## config.mk

```make
export PLATFORM = sky130hd
export DESIGN_NAME = fpa_div_cell
export DESIGN_NICKNAME = d
export VERILOG_FILES = /design/src/rtl/fpa_pkg.sv /design/src/rtl/fpa_div_cell.sv
export SDC_FILE = /design/constraint.sdc
export NUM_CORES = 1
export LEC_CHECK = 0
export ABC_AREA = 1
export BUFFER_PORTS_ARGS = -buffer_cell sky130_fd_sc_hd__buf_4
export CORE_MARGIN = 10
export CORE_UTILIZATION = 35
export DETAILED_ROUTE_END_ITERATION = 16
export PLACE_DENSITY = 0.59
export REMOVE_ABC_BUFFERS = 1
export SLEW_MARGIN = 10
export SYNTH_ARGS = -nofsm -noshare
export SYNTH_HDL_FRONTEND = slang
export SYNTH_SLANG_ARGS = --single-unit
```

## constraint.sdc

```tcl
create_clock -name i_clk -period 11.94 [get_ports i_clk]
set_clock_uncertainty 0.1 [all_clocks]
set_input_delay 2.388 -clock i_clk [delete_from_list [all_inputs] [get_ports i_clk]]
set_output_delay 2.388 -clock i_clk [all_outputs]
set_load 0.02 [all_outputs]
```

## src/rtl/fpa_pkg.sv

```systemverilog
// ----------------------------------------------------------------------------
// fpa_pkg
// Shared types and constants of the fixed-point ALU.
// ----------------------------------------------------------------------------
package fpa_pkg;

    localparam int DATA_BITS     = 32;
    localparam int FUNC_BITS     = 4;
    localparam int FRAC_BITS_DEF = 8;
    localparam int WORD_BITS_DEF = 32;

    typedef enum logic [FUNC_BITS-1:0] {
        FN_ADD      = 4'd0,
        FN_SUB      = 4'd1,
        FN_MUL      = 4'd2,
        FN_DIV      = 4'd3,
        FN_EQ       = 4'd4,
        FN_NE       = 4'd5,
        FN_LT       = 4'd6,
        FN_LE       = 4'd7,
        FN_GT       = 4'd8,
        FN_GE       = 4'd9,
        FN_MIN      = 4'd10,
        FN_MAX      = 4'd11,
        FN_INC      = 4'd12,
        FN_DEC      = 4'd13,
        FN_FROM_INT = 4'd14,
        FN_TO_INT   = 4'd15
    } t_func;

    // Per-beat control carried down the divider chain.
    typedef struct packed {
        logic div;     // quotient is the result
        logic neg;     // negate quotient at the end
        logic flag;
        logic status;
    } t_ctl;

endpackage

```

## src/rtl/fpa_div_cell.sv

```systemverilog
// ----------------------------------------------------------------------------
// fpa_div_cell
// One restoring-division cell: develops one quotient bit per beat and
// hands the beat to the next cell.
// ----------------------------------------------------------------------------
module fpa_div_cell import fpa_pkg::*; #(
    parameter int W  = WORD_BITS_DEF,
    parameter int DW = WORD_BITS_DEF + FRAC_BITS_DEF
) (
    input  logic          i_clk,
    input  logic          i_rst_n,
    input  logic          i_vld,
    output logic          o_rdy,
    input  t_ctl          i_ctl,
    input  logic [W-1:0]  i_res,
    input  logic [W-1:0]  i_rem,
    input  logic [DW-1:0] i_dvd,
    input  logic [W-1:0]  i_dvs,
    output logic          o_vld,
    input  logic          i_rdy,
    output t_ctl          o_ctl,
    output logic [W-1:0]  o_res,
    output logic [W-1:0]  o_rem,
    output logic [DW-1:0] o_dvd,
    output logic [W-1:0]  o_dvs
);

    logic          r_vld;
    t_ctl          r_ctl;
    logic [W-1:0]  r_res;
    logic [W-1:0]  r_rem;
    logic [DW-1:0] r_dvd;
    logic [W-1:0]  r_dvs;

    logic [W:0]    trial;
    logic [W:0]    diff;
    logic          qbit;
    logic [W-1:0]  n_rem;
    logic [DW-1:0] n_dvd;

    assign o_rdy = !r_vld || i_rdy;

    always_comb begin
        trial = {i_rem, i_dvd[DW-1]};
        diff  = trial - {1'b0, i_dvs};
        qbit  = (trial >= {1'b0, i_dvs});
        n_rem = qbit ? diff[W-1:0] : trial[W-1:0];
        n_dvd = {i_dvd[DW-2:0], qbit};
    end

    always_ff @(posedge i_clk) begin
        if (!i_rst_n) begin
            r_vld <= 1'b0;
        end else if (o_rdy) begin
            r_vld <= i_vld;
        end
    end

    always_ff @(posedge i_clk) begin
        if (o_rdy && i_vld) begin
            r_ctl <= i_ctl;
            r_res <= i_res;
            r_rem <= n_rem;
            r_dvd <= n_dvd;
            r_dvs <= i_dvs;
        end
    end

    assign o_vld = r_vld;
    assign o_ctl = r_ctl;
    assign o_res = r_res;
    assign o_rem = r_rem;
    assign o_dvd = r_dvd;
    assign o_dvs = r_dvs;

endmodule
```

==> results.tsv, run 1 <==
metric	value	unit
synth_edf_count	140	
seq_power_share	40.4	%
gp_congestion	0.8647	
relSlewSlack	39.44	%
postCtsHoldBufs	0	
grt_pass1_wl	37810	µm
r2r-start	o_vld$_SDFFE_PN0N_	
synth-async-reset-ratio	0	%
critPathMostFrequentCell	buf_4	
dp_hpwl	19870	µm
p_switching	0.4185	mW
endpoint_kind	output pin	
holdWs	0.4515	ns
crit_type	input port to output pin	
cp.depth	4	
cts-resized-gates	0	
detail_route.iter0.violations	396	
fillCellCount	2060	
hold_path_class	flip-flop to flip-flop	
fin_area	10500	µm²
yosysMostFrequentCell	nand2_1	
power.leakage	5.227	nW
worst_pin_slew	0.9063	ns
path_max_fanout	2	
clock_sinks	141	
numPortBuffers	285	
syn_avg_cell_area	9.320	µm²
tritoncts	yes	
num_vias	6237	
clockBufferDepth	2	
fin_crit	5.311	ns
area_growth	41.23	%
swShare	28.11	%
drive_gt1_share	31.46	%
reg2reg_slack	10.28	ns
critPathMaxStageDelay	0.16	ns
dieWidth	165.8	µm
synth_cell_types	31	
viasPerCell	4.516	
yosys_most_used_dff	edfxtp_1	
synthTopCellsByArea	edfxtp_1 (57%), nand2_1 (14%), inv_1 (7.6%), ha_1 (5.4%), nand3_1 (3.4%)	
status	finished clean	
synth_cells	798	
crit_family	buffers and inverters	
final_hold_viol_count	0	
crit_arrival	2.82	ns
drc	0	
internal-power	1.070	mW
coreArea	20960	µm²
required	9.45	ns
syn-cell-area	7437	µm²
wl_per_cell	17.98	µm
r2r-end	o_rem[1]$_DFFE_PP_	
grt_use_total	17.62	%
die-area	27480	µm²
overflow	0	
rsz0062_at_grt	no	
ys_ff_latch	141	
maxCapViolCount	0	
vdd_ir_drop_max	0.00008461	V
postCtsSetupBuffers	0	
cp_cell_sequence	buf_4 -> inv_1 -> nand2_1 -> buf_4	
antenna_found_initial	5	
setup.worst_path.end	o_rdy	
crit_path_start_kind	input port	
grt_max_degree	141	
fmax	0.1883	GHz
synth_top_area_share	56.53	%
dieHeight	165.8	µm
period_share	44.48	%
powerDensity	141.7	nW/µm²
ys_warn_count	0	
firstDrtPassIters	6	
clk_pin_slew	0.06	ns
wl	24830	µm
worstRegToRegCells	2	
power.share.combinational	20.9	%
setup_viol_count_final	0	
setup_tns	0	ns
crit_start	i_rdy	
num_antenna_cells	0	
p_total	1.489	mW
critical_path_buf_inv_count	3	
seq_area_frac_synth	56.80	%
initial_core_util	35.49	%
slew_violations	0	
cp_slowest_cell	buf_4	
post_dp_cell_area	9871	µm²
nets	1270	
grt_pass1_vias	6236	
htreeDepth	4	
cts_made_buffers	17	
pin_count	286	
yosys-top-cells-count	nand2_1 (278), inv_1 (151), edfxtp_1 (140)	
ant_nets	0	
pwr-share-clk	38.7	%
yosysTopAreaCell	edfxtp_1	
root_buffer	clkbuf_16	
clkLatencyLatePin	0.42	ns
rows	53	
==> placed cells by master (no fill, tap or decap), drive strengths merged <==
cell type  count
dfxtp          1
a21oi         22
fa             1
clkinv         3
nor2          40
nand3b        10
bufinv         4
a21boi         1
clkinvlp       1
nand3         68
o21bai         1
nor3           8
clkbuf        18
buf          286
and2           8
o21ai          2
xor2          13
xnor2          1
nand2        283
nand4          2
edfxtp       140
or2            1
ha            32
inv          160
==> cell type report <==
cell class	instances	area [µm²]	share of cell area (%)
tap	275	344.1	3.276
clock buffer	18	429.2	4.086
clock inverter	14	203.9	1.942
sequential	141	4224	40.21
inverter	154	578.1	5.503
multi-input combinational	493	2565	24.42
timing repair buffer	286	2160	20.56
==> worst min-delay path by stage <==
stage / start / end / cells after the start
finish: o_vld$_SDFFE_PN0N_ / o_vld$_SDFFE_PN0N_ / 2
global placement: o_vld$_SDFFE_PN0N_ / o_vld$_SDFFE_PN0N_ / 2
detailed placement: o_vld$_SDFFE_PN0N_ / o_vld$_SDFFE_PN0N_ / 2
global route: o_vld$_SDFFE_PN0N_ / o_vld$_SDFFE_PN0N_ / 2
floorplan: o_vld$_SDFFE_PN0N_ / o_vld$_SDFFE_PN0N_ / 2
CTS: o_vld$_SDFFE_PN0N_ / o_vld$_SDFFE_PN0N_ / 2
==> routing by layer <==
metal	vias to the layer above	wire, µm	track usage, %
li1	3148	-	-
met1	2832	10210	20.45
met2	220	12360	30.21
met3	27	1898	6.365
met4	10	301	4.391
met5	-	65	0
==> registers in the layout (all words and copies together) (netlist names) <==
signal / cells
o_dvd: 40
o_dvs: 32
o_rem: 32
o_res: 32
o_ctl: 4
o_vld: 1
==> metrics by stage <==
stage	std cells	util [%]	setup slack, ns
after floorplan	788	-	1.992
after global placement	1349	47.10	6.628
after detailed placement	1349	47.10	6.624
after CTS	1381	50.13	6.624
after global routing	1381	50.13	6.588
final	1381	50.13	6.629
==> logic make-up (layout without fill, tap and decap cells) <==
kind of cell | after synthesis | count (layout) | share of synthesized area [%]
AOI/OAI and AO/OA | 26 | 26 | 1.817
adders and majority gates | 33 | 33 | 5.653
xor gates and xnor gates | 14 | 14 | 1.649
buffers and inverters | 164 | 472 | 8.866
and+or+nand+nor | 420 | 420 | 25.22
DFF | 141 | 141 | 56.80
==> worst register-to-register path, stage by stage, from the launching register on <==
cell	delay (ns)
dfxtp_1	0.34
a21oi_4	0.17
buf_12	0.57
==> power by group through the flow <==
stage	Clock, mW	Sequential, mW	Combinational (mW)
6_report	0.576	0.601	0.312
3_3_place_gp	0	0.611	0.314
5_1_grt	0.612	0.605	0.345
4_1_cts	0.592	0.602	0.317
2_1_floorplan	0	0.665	0.130
3_5_place_dp	0	0.612	0.316
Power figures use the tool's default switching activity.
==> run 2, diff against run 1 <==
==> constraint.sdc (replaced) <==
create_clock -name i_clk -period 5.4 [get_ports i_clk]
set_clock_uncertainty 0.1 [all_clocks]
set_input_delay 1.08 -clock i_clk [delete_from_list [all_inputs] [get_ports i_clk]]
set_output_delay 1.08 -clock i_clk [all_outputs]
set_load 0.02 [all_outputs]
==> run 2 against run 1 <==
Via count down 0.90%. Critical endpoint is now o_rem[10]$_DFFE_PP_. Critical path depth increased by 8. First-iteration DRC count decreased by 19%. Sequential share of layout area increased by 0.12 points.
==> results.tsv, run 2 (synthesis results as in run 1) <==
metric	value	unit
status	finished clean	
crit_type	input port to flip-flop	
wl	24910	µm
cts-resized-gates	0	
fillCellCount	2048	
rsz0062_at_grt	no	
power.leakage	5.224	nW
gr-usage-met1	20.83	%
cp_slowest_cell	nor2_4	
post_dp_cell_area	9873	µm²
clockBufferDepth	2	
holdPathStages	2	
final_common_cell	buf_4	
antenna_found_initial	1	
fin_ws	2.373	ns
firstDrtPassIters	6	
postCtsSetupBuffers	0	
num_antenna_cells	0	
fin_crit	3.027	ns
clock_sinks	141	
overflow	0	
internal-power	2.246	mW
critical_path_buf_inv_count	1	
holdWs	0.4637	ns
seq_area	4224	µm²
dieWidth	165.8	µm
fmax	0.3304	GHz
reg2reg_slack	3.58	ns
busiest_layer	met2	
seq_power_share	41.1	%
numPortBuffers	285	
critPathMostFrequentCell	nand2_1	
p_switching	0.9858	mW
drc	0	
crit_family	simple AND/OR/NAND/NOR gates	
die-area	27480	µm²
gp_congestion	0.9108	
coreArea	20960	µm²
largest_reg_flops	40	
postCtsHoldBufs	0	
pin_count	286	
preCtsSetupSlack	1.927	ns
power.share.combinational	21.4	%
maxCapViolCount	0	
critPathMaxStageDelay	0.44	ns
ant_nets	0	
nets	1272	
vdd_ir_drop_max	0.0002132	V
clkLatencyLatePin	0.42	ns
swShare	30.50	%
grt_max_degree	73	
clk_pin_slew	0.07	ns
crit_arrival	3.10	ns
required	5.48	ns
worstRegToRegCells	2	
worst_pin_slew	1.014	ns
multiInputGateArea	2565	µm²
dieHeight	165.8	µm
rows	53	
tritoncts	yes	
endpoint_kind	flip-flop	
area_growth	40.81	%
slew_violations	0	
powerDensity	308.6	nW/µm²
htreeDepth	4	
initial_core_util	35.49	%
cts_made_buffers	17	
grt_pass1_vias	6266	
pwr-share-clk	37.5	%
detail_route.iter0.violations	319	
viasPerCell	4.469	
grt.met2_usage	30.36	%
wl_per_cell	18.01	µm
hold_path_class	flip-flop to flip-flop	
path_max_fanout	35	
crit_path_start_kind	input port	
use_met3	5.442	%
root_buffer	clkbuf_16	
num_vias	6181	
final_util	49.98	%
grt_use_total	17.55	%
setup_tns	0	ns
cp.depth	12	
grt_pass1_wl	37740	µm
dp_hpwl	20010	µm
layout_common_cells	buf_4 (288), nand2_1 (278), inv_1 (151)	
fin_area	10470	µm²
cp_cell_sequence	buf_4 -> ha_1 -> nand2_1 -> nor2_1 -> nand2_1 -> nor2_1 -> nand2_1 -> nand3_2 -> nor2_4 -> nand2_8 -> nand2_1 -> nand2_1	
relSlewSlack	32.40	%
drive_gt1_share	31.77	%
setup_viol_count_final	0	
period_share	56.05	%
final_hold_viol_count	0	
run 2: final cells by class:
cell class,count,area share [%]
clock buffer,17,4.062
clock inverter,15,1.661
multi-input combinational,493,24.49
tap,275,3.286
inverter,154,5.520
timing repair buffer,288,20.65
sequential,141,40.33
run 2: final timing paths:
| check | from | end |
|---|---|---|
| setup / recovery | i_rem[22] | o_rem[10]$_DFFE_PP_ |
| hold / removal | o_vld$_SDFFE_PN0N_ | o_vld$_SDFFE_PN0N_ |
| setup reg to reg | o_vld$_SDFFE_PN0N_ | o_dvs[22]$_DFFE_PP_ |
| hold reg to reg | o_vld$_SDFFE_PN0N_ | o_vld$_SDFFE_PN0N_ |
run 2: stage by stage:
stage | total power [mW] | std cells
final | 3.232 | 1383
after detailed placement | 2.053 | 1351
after global placement | 2.047 | 1351
after global routing | 3.385 | 1383
after CTS | 3.275 | 1383
after floorplan | 1.758 | 788
run 2: routing by layer:
layer	up-vias	part of all wire, %
met2	218	50
met3	18	6.9
li1	3142	-
met5	-	0.052
met4	2	1.0
met1	2801	42
run 2: power groups by stage:
stage	clock, mW	combinational (mW)	sequential [mW]
2_1_floorplan	0	0.288	1.47
6_report	1.21	0.690	1.33
3_3_place_gp	0	0.694	1.35
5_1_grt	1.29	0.761	1.34
4_1_cts	1.24	0.702	1.33
3_5_place_dp	0	0.699	1.35
run 2: worst register-to-register path: stages, from the launching register on:
cell,delay [ns]
dfxtp_1,0.35
a21oi_4,0.15
buf_4,0.77
